<file path="config.mk">
export PLATFORM = sky130hd
export DESIGN_NAME = char_stream_tokenizer_flat
export DESIGN_NICKNAME = d
export VERILOG_FILES = /design/src/rtl/cst_pkg.sv /design/src/rtl/cst_ifs.sv /design/src/rtl/char_stream_tokenizer.sv /design/src/rtl/cst_ctrl.sv /design/src/rtl/cst_dp.sv /design/src/flat_wrapper.sv
export SDC_FILE = /design/constraint.sdc
export NUM_CORES = 1
export LEC_CHECK = 0
export BUFFER_PORTS_ARGS = -buffer_cell sky130_fd_sc_hd__buf_2
export CORE_MARGIN = 1.5
export CORE_UTILIZATION = 40
export CTS_CLUSTER_DIAMETER = 60
export DETAILED_ROUTE_END_ITERATION = 7
export GPL_ROUTABILITY_DRIVEN = 0
export PLACE_DENSITY = 0.65
export SKIP_CTS_REPAIR_TIMING = 1
export SLEW_MARGIN = 30
export SYNTH_ARGS = -nofsm -noshare
export SYNTH_HDL_FRONTEND = slang
export SYNTH_SLANG_ARGS = --single-unit
export TNS_END_PERCENT = 1
</file>
<file path="constraint.sdc">
create_clock -name clk -period 5.45 [get_ports clk]
set_input_delay 1.09 -clock clk [delete_from_list [all_inputs] [get_ports clk]]
set_output_delay 1.09 -clock clk [all_outputs]
set_load 0.03 [all_outputs]
</file>
<file path="src/rtl/cst_pkg.sv">
package cst_pkg;

	localparam int MAX_LEN    = 32;
	localparam int LINE_BITS  = 16;
	localparam int IDX_W      = $clog2(MAX_LEN);
	localparam int LEN_W      = $clog2(MAX_LEN + 1);
	localparam int VAL_W      = 31;
	localparam int FRAC_W     = 6;
	localparam int LINE_OUT_W = 16;

	localparam logic [VAL_W-1:0]  VALUE_MAX = 31'h7FFF_FFFF;
	localparam logic [FRAC_W-1:0] FRAC_MAX  = 6'd32;

	localparam logic [7:0] CH_STAR  = 8'h2A;
	localparam logic [7:0] CH_PLUS  = 8'h2B;
	localparam logic [7:0] CH_MINUS = 8'h2D;
	localparam logic [7:0] CH_SLASH = 8'h2F;
	localparam logic [7:0] CH_DOT   = 8'h2E;
	localparam logic [7:0] CH_NL    = 8'h0A;
	localparam logic [7:0] CH_TAB   = 8'h09;
	localparam logic [7:0] CH_SPACE = 8'h20;

	typedef enum logic [2:0] {
		KIND_OP    = 3'd0,
		KIND_INT   = 3'd1,
		KIND_FLOAT = 3'd2,
		KIND_IDENT = 3'd3,
		KIND_ERR   = 3'd4,
		KIND_END   = 3'd5
	} kind_t;

	// Commands from the controller to the datapath.
	typedef struct packed {
		logic acc;
		logic rep_step;
		logic pend_load;
	} cst_cmd_t;

	// Status from the datapath to the controller.
	typedef struct packed {
		logic has_result;
		logic id_multi;
		logic second;
		logic rep_last;
		logic pend;
	} cst_stat_t;

	function automatic logic is_digit(input logic [7:0] c);
		return (c >= 8'h30) && (c <= 8'h39);
	endfunction

	function automatic logic is_letter(input logic [7:0] c);
		return ((c >= 8'h41) && (c <= 8'h5A)) || ((c >= 8'h61) && (c <= 8'h7A));
	endfunction

	function automatic logic [LINE_OUT_W-1:0] line_out(input logic [LINE_BITS-1:0] l);
		logic [31:0] w;
		w = 32'(l);
		return (w > 32'd65535) ? 16'hFFFF : w[LINE_OUT_W-1:0];
	endfunction

endpackage

</file>
<file path="src/rtl/cst_ifs.sv">
interface cst_chr_if;
	logic       valid;
	logic       ready;
	logic [7:0] ch;
	logic       end_of_input;

	modport source (output valid, output ch, output end_of_input, input ready);
	modport sink   (input valid, input ch, input end_of_input, output ready);
endinterface

interface cst_tok_if;
	logic                              valid;
	logic                              ready;
	logic [2:0]                        kind;
	logic [7:0]                        symbol;
	logic [cst_pkg::VAL_W-1:0]         number;
	logic [cst_pkg::FRAC_W-1:0]        fraction_digits;
	logic [cst_pkg::LINE_OUT_W-1:0]    line;
	logic                              overflowed;
	logic                              last;

	modport source (output valid, output kind, output symbol, output number,
		output fraction_digits, output line, output overflowed, output last,
		input ready);
	modport sink   (input valid, input kind, input symbol, input number,
		input fraction_digits, input line, input overflowed, input last,
		output ready);
endinterface

</file>
<file path="src/rtl/char_stream_tokenizer.sv">
// Channel   Dir  Fields                                                      Handshake
// chars     in   ch[7:0], end_of_input                                       valid/ready
// tokens    out  kind[2:0], symbol[7:0], number[30:0], fraction_digits[5:0],  valid/ready
//                line[15:0], overflowed, last
//
// One character is taken per cycle while it causes at most one transaction.
// A flushed identifier gives one token per stored letter, followed by the
// ending character's own operator, error or end token when it gives one.
// Results go through one output register; input stalls while it is full and not drained,
// and also for the whole identifier replay and any pending token that follows it.
// arst_n clears the lexer state and the line count; the identifier store is not cleared.
module char_stream_tokenizer (
	input  logic          clk,
	input  logic          arst_n,
	cst_chr_if.sink       chars,
	cst_tok_if.source     tokens
);
	import cst_pkg::*;

	cst_cmd_t  cmd;
	cst_stat_t stat;
	kind_t     kind;

	cst_ctrl u_ctrl (
		.clk       (clk),
		.arst_n    (arst_n),
		.in_valid  (chars.valid),
		.in_ready  (chars.ready),
		.out_valid (tokens.valid),
		.out_ready (tokens.ready),
		.stat      (stat),
		.cmd       (cmd)
	);

	cst_dp u_dp (
		.clk             (clk),
		.arst_n          (arst_n),
		.ch              (chars.ch),
		.end_of_input    (chars.end_of_input),
		.cmd             (cmd),
		.stat            (stat),
		.kind            (kind),
		.symbol          (tokens.symbol),
		.number          (tokens.number),
		.fraction_digits (tokens.fraction_digits),
		.line            (tokens.line),
		.overflowed      (tokens.overflowed),
		.last            (tokens.last)
	);

	assign tokens.kind = kind;

endmodule

</file>
<file path="src/rtl/cst_ctrl.sv">
module cst_ctrl (
	input  logic               clk,
	input  logic               arst_n,
	input  logic               in_valid,
	output logic               in_ready,
	output logic               out_valid,
	input  logic               out_ready,
	input  cst_pkg::cst_stat_t stat,
	output cst_pkg::cst_cmd_t  cmd
);
	import cst_pkg::*;

	typedef enum logic [1:0] {
		ST_RUN,
		ST_REPLAY,
		ST_PEND
	} state_t;

	state_t state_q;
	logic   out_valid_q;
	logic   free;

	// The output register can take a new transaction when empty or being drained.
	assign free      = !out_valid_q || out_ready;
	assign in_ready  = (state_q == ST_RUN) && free;
	assign out_valid = out_valid_q;

	always_comb begin
		cmd.acc       = in_valid && in_ready;
		cmd.rep_step  = (state_q == ST_REPLAY) && free;
		cmd.pend_load = (state_q == ST_PEND) && free;
	end

	always_ff @(posedge clk or negedge arst_n) begin
		if (!arst_n) begin
			state_q     <= ST_RUN;
			out_valid_q <= 1'b0;
		end else begin
			out_valid_q <= out_valid_q && !out_ready;
			unique case (state_q)
				ST_RUN: begin
					if (cmd.acc && stat.has_result) begin
						out_valid_q <= 1'b1;
						if (stat.id_multi) begin
							state_q <= ST_REPLAY;
						end else if (stat.second) begin
							state_q <= ST_PEND;
						end
					end
				end
				ST_REPLAY: begin
					if (cmd.rep_step) begin
						out_valid_q <= 1'b1;
						if (stat.rep_last) begin
							state_q <= stat.pend ? ST_PEND : ST_RUN;
						end
					end
				end
				ST_PEND: begin
					if (cmd.pend_load) begin
						out_valid_q <= 1'b1;
						state_q     <= ST_RUN;
					end
				end
				default: begin
					state_q <= ST_RUN;
				end
			endcase
		end
	end

endmodule

</file>
<file path="src/rtl/cst_dp.sv">
module cst_dp (
	input  logic                             clk,
	input  logic                             arst_n,
	input  logic [7:0]                       ch,
	input  logic                             end_of_input,
	input  cst_pkg::cst_cmd_t                cmd,
	output cst_pkg::cst_stat_t               stat,
	output cst_pkg::kind_t                   kind,
	output logic [7:0]                       symbol,
	output logic [cst_pkg::VAL_W-1:0]        number,
	output logic [cst_pkg::FRAC_W-1:0]       fraction_digits,
	output logic [cst_pkg::LINE_OUT_W-1:0]   line,
	output logic                             overflowed,
	output logic                             last
);
	import cst_pkg::*;

	typedef enum logic [1:0] {
		MODE_IDLE,
		MODE_INT,
		MODE_FLT,
		MODE_ID
	} mode_t;

	mode_t                  mode_q;
	logic [VAL_W-1:0]       acc_q;
	logic [FRAC_W-1:0]      frac_q;
	logic [LEN_W-1:0]       len_q;
	logic [LINE_BITS-1:0]   line_q;
	logic                   ovf_q;
	logic                   pend_q;
	logic [IDX_W-1:0]       idx_q;

	logic [7:0]             store [MAX_LEN];

	kind_t                  kind_q;
	logic [7:0]             symbol_q;
	logic [VAL_W-1:0]       number_q;
	logic [FRAC_W-1:0]      frac_out_q;
	logic [LINE_OUT_W-1:0]  line_out_q;
	logic                   ovf_out_q;
	logic                   last_q;

	kind_t                  pend_kind_q;
	logic [7:0]             pend_sym_q;
	logic [LINE_OUT_W-1:0]  pend_line_q;

	logic                   c_dig, c_let, c_dot, c_ws, c_nl, c_op;
	logic                   cont, flush, idle_path, idle_res, second, id_multi;
	kind_t                  idle_kind, flush_kind;
	logic [3:0]             dval;
	logic [VAL_W+3:0]       prod;
	logic                   prod_big;
	logic                   wr_en;
	logic [IDX_W-1:0]       wr_addr;

	always_comb begin
		c_dig = is_digit(ch);
		c_let = is_letter(ch);
		c_dot = (ch == CH_DOT);
		c_ws  = (ch == CH_SPACE) || (ch == CH_TAB);
		c_nl  = (ch == CH_NL);
		c_op  = (ch == CH_STAR) || (ch == CH_PLUS) || (ch == CH_MINUS) || (ch == CH_SLASH);

		// The character extends the open token and causes no result.
		cont = !end_of_input && (((mode_q == MODE_INT) && (c_dig || c_dot)) ||
			((mode_q == MODE_FLT) && c_dig) || ((mode_q == MODE_ID) && c_let));
		flush     = !cont && (mode_q != MODE_IDLE);
		idle_path = !end_of_input && !cont;
		idle_res  = end_of_input || (idle_path && !(c_ws || c_nl || c_dig || c_dot || c_let));
		idle_kind = end_of_input ? KIND_END : (c_op ? KIND_OP : KIND_ERR);
		second    = flush && idle_res;
		id_multi  = flush && (mode_q == MODE_ID) && (len_q > LEN_W'(1));

		flush_kind = (mode_q == MODE_ID) ? KIND_IDENT :
			((mode_q == MODE_FLT) ? KIND_FLOAT : KIND_INT);

		dval     = ch[3:0];
		prod     = ({4'b0, acc_q} << 3) + ({4'b0, acc_q} << 1) + (VAL_W + 4)'(dval);
		prod_big = prod > (VAL_W + 4)'(VALUE_MAX);

		wr_en   = !end_of_input && c_let &&
			(idle_path || ((mode_q == MODE_ID) && (len_q < LEN_W'(MAX_LEN))));
		wr_addr = idle_path ? '0 : len_q[IDX_W-1:0];

		stat.has_result = flush || idle_res;
		stat.id_multi   = id_multi;
		stat.second     = second;
		stat.rep_last   = ({1'b0, idx_q} == (len_q - LEN_W'(1)));
		stat.pend       = pend_q;
	end

	always_ff @(posedge clk or negedge arst_n) begin
		if (!arst_n) begin
			mode_q <= MODE_IDLE;
			acc_q  <= '0;
			frac_q <= '0;
			len_q  <= '0;
			line_q <= '0;
			ovf_q  <= 1'b0;
			pend_q <= 1'b0;
			idx_q  <= '0;
		end else begin
			if (cmd.acc) begin
				pend_q <= second;
				idx_q  <= IDX_W'(1);
				if (end_of_input) begin
					mode_q <= MODE_IDLE;
					acc_q  <= '0;
					frac_q <= '0;
					ovf_q  <= 1'b0;
				end else if (cont) begin
					priority if (mode_q == MODE_INT && c_dig) begin
						if (prod_big) begin
							acc_q <= VALUE_MAX;
							ovf_q <= 1'b1;
						end else begin
							acc_q <= prod[VAL_W-1:0];
						end
					end else if (mode_q == MODE_INT) begin
						mode_q <= MODE_FLT;
						frac_q <= '0;
					end else if (mode_q == MODE_FLT) begin
						// A fraction digit that does not fit is dropped.
						if (prod_big || (frac_q >= FRAC_MAX)) begin
							ovf_q <= 1'b1;
						end else begin
							acc_q  <= prod[VAL_W-1:0];
							frac_q <= frac_q + FRAC_W'(1);
						end
					end else begin
						if (len_q < LEN_W'(MAX_LEN)) begin
							len_q <= len_q + LEN_W'(1);
						end else begin
							ovf_q <= 1'b1;
						end
					end
				end else begin
					ovf_q  <= 1'b0;
					frac_q <= '0;
					acc_q  <= '0;
					mode_q <= MODE_IDLE;
					if (c_nl && (line_q != '1)) begin
						line_q <= line_q + LINE_BITS'(1);
					end
					if (c_dig) begin
						mode_q <= MODE_INT;
						acc_q  <= VAL_W'(dval);
					end else if (c_dot) begin
						mode_q <= MODE_FLT;
					end else if (c_let) begin
						mode_q <= MODE_ID;
						len_q  <= LEN_W'(1);
					end
				end
			end else if (cmd.rep_step) begin
				idx_q <= idx_q + IDX_W'(1);
			end else if (cmd.pend_load) begin
				pend_q <= 1'b0;
			end
		end
	end

	// Identifier store and output payload; the output register is also the store's read register.
	always_ff @(posedge clk) begin
		if (cmd.acc && wr_en) begin
			store[wr_addr] <= ch;
		end
		if (cmd.acc) begin
			pend_kind_q <= idle_kind;
			pend_sym_q  <= end_of_input ? 8'd0 : ch;
			pend_line_q <= line_out(line_q);
			if (flush) begin
				kind_q     <= flush_kind;
				symbol_q   <= (mode_q == MODE_ID) ? store[0] : 8'd0;
				number_q   <= (mode_q == MODE_ID) ? '0 : acc_q;
				frac_out_q <= (mode_q == MODE_FLT) ? frac_q : '0;
				ovf_out_q  <= ovf_q;
				line_out_q <= line_out(line_q);
				last_q     <= !(second || id_multi);
			end else begin
				kind_q     <= idle_kind;
				symbol_q   <= end_of_input ? 8'd0 : ch;
				number_q   <= '0;
				frac_out_q <= '0;
				ovf_out_q  <= 1'b0;
				line_out_q <= line_out(line_q);
				last_q     <= 1'b1;
			end
		end else if (cmd.rep_step) begin
			symbol_q <= store[idx_q];
			last_q   <= stat.rep_last && !pend_q;
		end else if (cmd.pend_load) begin
			kind_q     <= pend_kind_q;
			symbol_q   <= pend_sym_q;
			number_q   <= '0;
			frac_out_q <= '0;
			ovf_out_q  <= 1'b0;
			line_out_q <= pend_line_q;
			last_q     <= 1'b1;
		end
	end

	assign kind            = kind_q;
	assign symbol          = symbol_q;
	assign number          = number_q;
	assign fraction_digits = frac_out_q;
	assign line            = line_out_q;
	assign overflowed      = ovf_out_q;
	assign last            = last_q;

endmodule

</file>
<file path="src/flat_wrapper.sv">
// flat-port wrapper written by rule: the top's interface ports become plain ports
module char_stream_tokenizer_flat import cst_pkg::*;
  (clk, arst_n, chars_valid, chars_ch, chars_end_of_input, chars_ready, tokens_valid, tokens_kind, tokens_symbol, tokens_number, tokens_fraction_digits, tokens_line, tokens_overflowed, tokens_last, tokens_ready);
  cst_chr_if chars_i ();
  cst_tok_if tokens_i ();
  input  logic clk;
  input  logic arst_n;
  input wire logic [$bits(chars_i.valid)-1:0] chars_valid;
  input wire logic [$bits(chars_i.ch)-1:0] chars_ch;
  input wire logic [$bits(chars_i.end_of_input)-1:0] chars_end_of_input;
  output wire logic [$bits(chars_i.ready)-1:0] chars_ready;
  output wire logic [$bits(tokens_i.valid)-1:0] tokens_valid;
  output wire logic [$bits(tokens_i.kind)-1:0] tokens_kind;
  output wire logic [$bits(tokens_i.symbol)-1:0] tokens_symbol;
  output wire logic [$bits(tokens_i.number)-1:0] tokens_number;
  output wire logic [$bits(tokens_i.fraction_digits)-1:0] tokens_fraction_digits;
  output wire logic [$bits(tokens_i.line)-1:0] tokens_line;
  output wire logic [$bits(tokens_i.overflowed)-1:0] tokens_overflowed;
  output wire logic [$bits(tokens_i.last)-1:0] tokens_last;
  input wire logic [$bits(tokens_i.ready)-1:0] tokens_ready;
  assign chars_i.valid = chars_valid;
  assign chars_i.ch = chars_ch;
  assign chars_i.end_of_input = chars_end_of_input;
  assign chars_ready = chars_i.ready;
  assign tokens_valid = tokens_i.valid;
  assign tokens_kind = tokens_i.kind;
  assign tokens_symbol = tokens_i.symbol;
  assign tokens_number = tokens_i.number;
  assign tokens_fraction_digits = tokens_i.fraction_digits;
  assign tokens_line = tokens_i.line;
  assign tokens_overflowed = tokens_i.overflowed;
  assign tokens_last = tokens_i.last;
  assign tokens_i.ready = tokens_ready;
  char_stream_tokenizer u_core (.clk(clk), .arst_n(arst_n), .chars(chars_i), .tokens(tokens_i));
endmodule
</file>
==> metrics.txt <==
status=finished, final reports clean; initial antenna violation count=0; clock network fraction of total power=37.6%; fmax=between 200 and 250 MHz; clk slew on worst S/H paths=roughly 60 ps; vias in the first global route=12,111; Die X=225 microns; Iter 0 DRT Violations=990; DR WL/cell=~20 microns; Critical Path AT=just over 5000 ps; worst min-delay path category=reg2reg; FILL cells=roughly 4,300; Most Crowded Layer GR=met2; synthesized cell area=around 0.02 sq mm; htree depth=2; crit path buf inv count=4; first-pass GRT wire length=just under 70 mm; Yosys reg bits=approximately 420; Final Cycle Share=83.6%; Setup Skew=around 47 ps; height of the die=225 microns; # rows=81; clk_lat worst skew=between 600 and 700 ps; P&R area growth vs syn=14.7%; CTS tree=built; Synth async-reset ratio=around 17%; Slowest cell on crit path=fa_1; synth unique cells=~70; layout cells sized above 1=between 20 and 25%; routing usage on met1=~25%; Most used DFF post-synth=edfxtp_1; grt total ovfl=0; reg-to-reg startpoint=u_core.u_dp.acc_q[0]; Final min period=4560 ps; Starting Density=40.3%; Crit Path Category=in2reg; leakage power=between 8 and 9 nW; gate count of the mapped netlist=about 1,400; critical path fanouts, max=19; switching power=0.00212 W; Worst R2R Path Depth=15; Fin Setup TNS=0 ps; internal power=0.00602 W; TritonCTS buffer count=45; Max clock buf depth=3; Final Net Count=around 1,600; VDD IR max=around 0.2 mV; Ant. Diodes=0; Setup crit end kind=register; most frequent cells in the layout=edfxtp_1 (348), nand2_1 (149), nor2_1 (123), mux4_2 (80), buf_2 (79); sw frac=26.0%; root buffer cell=clkbuf_16; max-capacitance violation count=0; ANT nets after route=0; number of stages on the worst setup path=16; IO Port Bufs=80; final-report hold violation count=0; WP data required=approximately 6000 ps; total wire length=44.4 mm; sequential share of power=~45%; Die Area=0.0505 sq mm; commonest non-fill, non-tap cell in the layout=edfxtp_1; IO Pins=81; register area share after synthesis=roughly 62%; DP Wirelength=roughly 30 mm; Final Max Tran Viols=0; Hold Path Origin=u_core.u_dp.pend_line_q[15]; P per Cell Area=361 mW/mm^2; syn_nets=1,504; fin area=between 0.02 and 0.025 sq mm; GRT Resource Usage Total=approximately 18%; Worst Setup SP=chars_ch[3]; vias per std cell=between 5 and 6; Critical Path Max Stage Delay=~550 ps; Post-DP Area=~0.021 sq mm; RSZ-0062 raised after global routing=false; crit path cell chain=buf_2 -> inv_1 -> fa_1 -> inv_1 -> ha_1 -> a211oi_1 -> o21ai_1 -> o211ai_1 -> a211o_1 -> mux2i_1 -> a311oi_1 -> and4bb_1 -> nor2_2 -> or2_1 -> buf_12 -> o21ai_1; WHS Path Cells=2; worst slew pin tran=about 870 ps; final setup violation count=0; met3 global-route usage=under 10%; Post-Syn Area per Cell=roughly 14 sq um; Post-synth EDFFs=roughly 350; headroom to the max-slew limit=40.6%; Ys Warns=0; CP top delay family=compound AO/OA/AOI/OAI gates; part of the power in combinational logic=between 10% and 20%; Pre-Repair DR Iteration Count=5; Clock Sinks=419; CP Launch Type=input pin; via count=approximately 12,000; Core Box Area=about 0.05 sq mm; largest net degree at the start of global routing=72; # DRC=0; GR Util met2=between 20% and 30%
-- synth_stat cells, types with 10 or more instances --
cell	n	area, sq um
xnor2_1	30	263
xor2_1	21	184
o21ai_1	17	85.1
ha_1	77	963
nor2_1	124	465
nand4_1	13	81.3
a21oi_1	66	330
a21o_1	15	113
mux2i_1	15	150
nand3_1	23	115
inv_1	28	105
nand2b_1	13	81.3
o21ai_0	31	155
o21ai_2	19	166
mux4_2	80	1800
and3_1	20	125
edfxtp_1	348	10500
dfrtp_1	71	1780
buf_2	13	65.1
clkbuf_1	44	165
o211ai_1	10	75.1
nor3_1	18	90.1
and2_1	35	219
nand2_1	151	567
-- stage by stage --
stage | worst slack (ps) | power [W] | util, % | hold WS, ps | instances
finish | 892 | 0.00814 | 46.2 | 514 | 2225
global route | 656 | 0.00843 | 46.2 | 534 | 2225
CTS | 939 | 0.00821 | 46.2 | 516 | 2224
detailed placement | 309 | 0.00515 | 43.2 | 502 | 2145
global placement | 386 | 0.00514 | 43.1 | 497 | 2145
floorplan | 1080 | 0.00467 | - | 475 | 1412
-- worst paths after layout --
kind	to	slack, ps
min in group asynchronous	u_core.u_dp.acc_q[11]	520
worst max register to register	u_core.u_dp.acc_q[18]	1320
worst min-delay path	u_core.u_dp.line[15]	510
worst min register to register	u_core.u_dp.line[15]	510
max in group asynchronous	u_core.u_dp.idx_q[0]	4380
worst max-delay path	u_core.u_dp.acc_q[18]	890
-- area by class of cell --
cell class | count | area, sq um | share of cell area [%]
well taps | 664 | 831 | 3.69
repair buffers | 139 | 875 | 3.88
multi-input cells | 896 | 7020 | 31.1
clock inverters | 23 | 310 | 1.38
inverters | 28 | 105 | 0.466
clock buffers | 56 | 1170 | 5.18
flip-flops and latches | 419 | 12200 | 54.3
-- cells by family after synthesis --
| logic type | count (synthesis) | synth area share (%) |
|---|---|---|
| AOI/OAI and AO/OA | 224 | 7.47 |
| xor gates and xnor gates | 51 | 2.27 |
| adders and majority gates | 79 | 5.11 |
| buffers and inverters | 97 | 2.13 |
| DFF | 419 | 62.2 |
| muxes | 99 | 10.2 |
| and+or+nand+nor | 443 | 10.6 |
-- tightest hold or removal path, delay by kind of cell (launching register included) --
family | cells | cell delay (ps)
simple gates | 2 | 90
flops | 1 | 320
-- power by group through the flow --
| stage | registers, W | logic (W) | clock network, W |
|---|---|---|---|
| after floorplan | 0.00361 | 0.00106 | 0 |
| after global placement | 0.00377 | 0.00136 | 0 |
| after detailed placement | 0.00377 | 0.00138 | 0 |
| after CTS | 0.00371 | 0.00138 | 0.00313 |
| after global routing | 0.00365 | 0.00153 | 0.00324 |
| final | 0.00364 | 0.00144 | 0.00306 |
-- sequential cells by signal (all words and copies together), names as in the netlist --
| signal | count |
|---|---|
| u_core.u_dp.fraction_digits | 6 |
| u_core.u_ctrl.out_valid | 1 |
| u_core.u_dp.line_q | 16 |
| u_core.u_dp.symbol | 8 |
| u_core.u_dp.frac_q | 6 |
| u_core.u_dp.pend_sym_q | 8 |
| u_core.u_dp.pend_line_q | 16 |
| u_core.u_dp.idx_q | 5 |
| u_core.u_dp.ovf_q | 1 |
| u_core.u_dp.len_q | 6 |
| u_core.u_dp.kind | 3 |
| u_core.u_dp.line | 16 |
| u_core.u_dp.mode_q | 2 |
| u_core.u_dp.number | 31 |
| u_core.u_dp.pend_kind_q | 2 |
| u_core.u_dp.pend_q | 1 |
| u_core.u_dp.store | 256 |
| u_core.u_dp.overflowed | 1 |
| u_core.u_dp.acc_q | 31 |
| u_core.u_ctrl.state_q | 2 |
| u_core.u_dp.last | 1 |
-- layer usage --
layer	share of wire (%)	wire length, microns	vias up
met5	0	0	-
met1	45	20000	6052
li1	-	-	5584
met3	6.0	2660	68
met2	46	20600	395
met4	2.6	1160	0
Note: power is estimated with default switching activity, not from simulation.
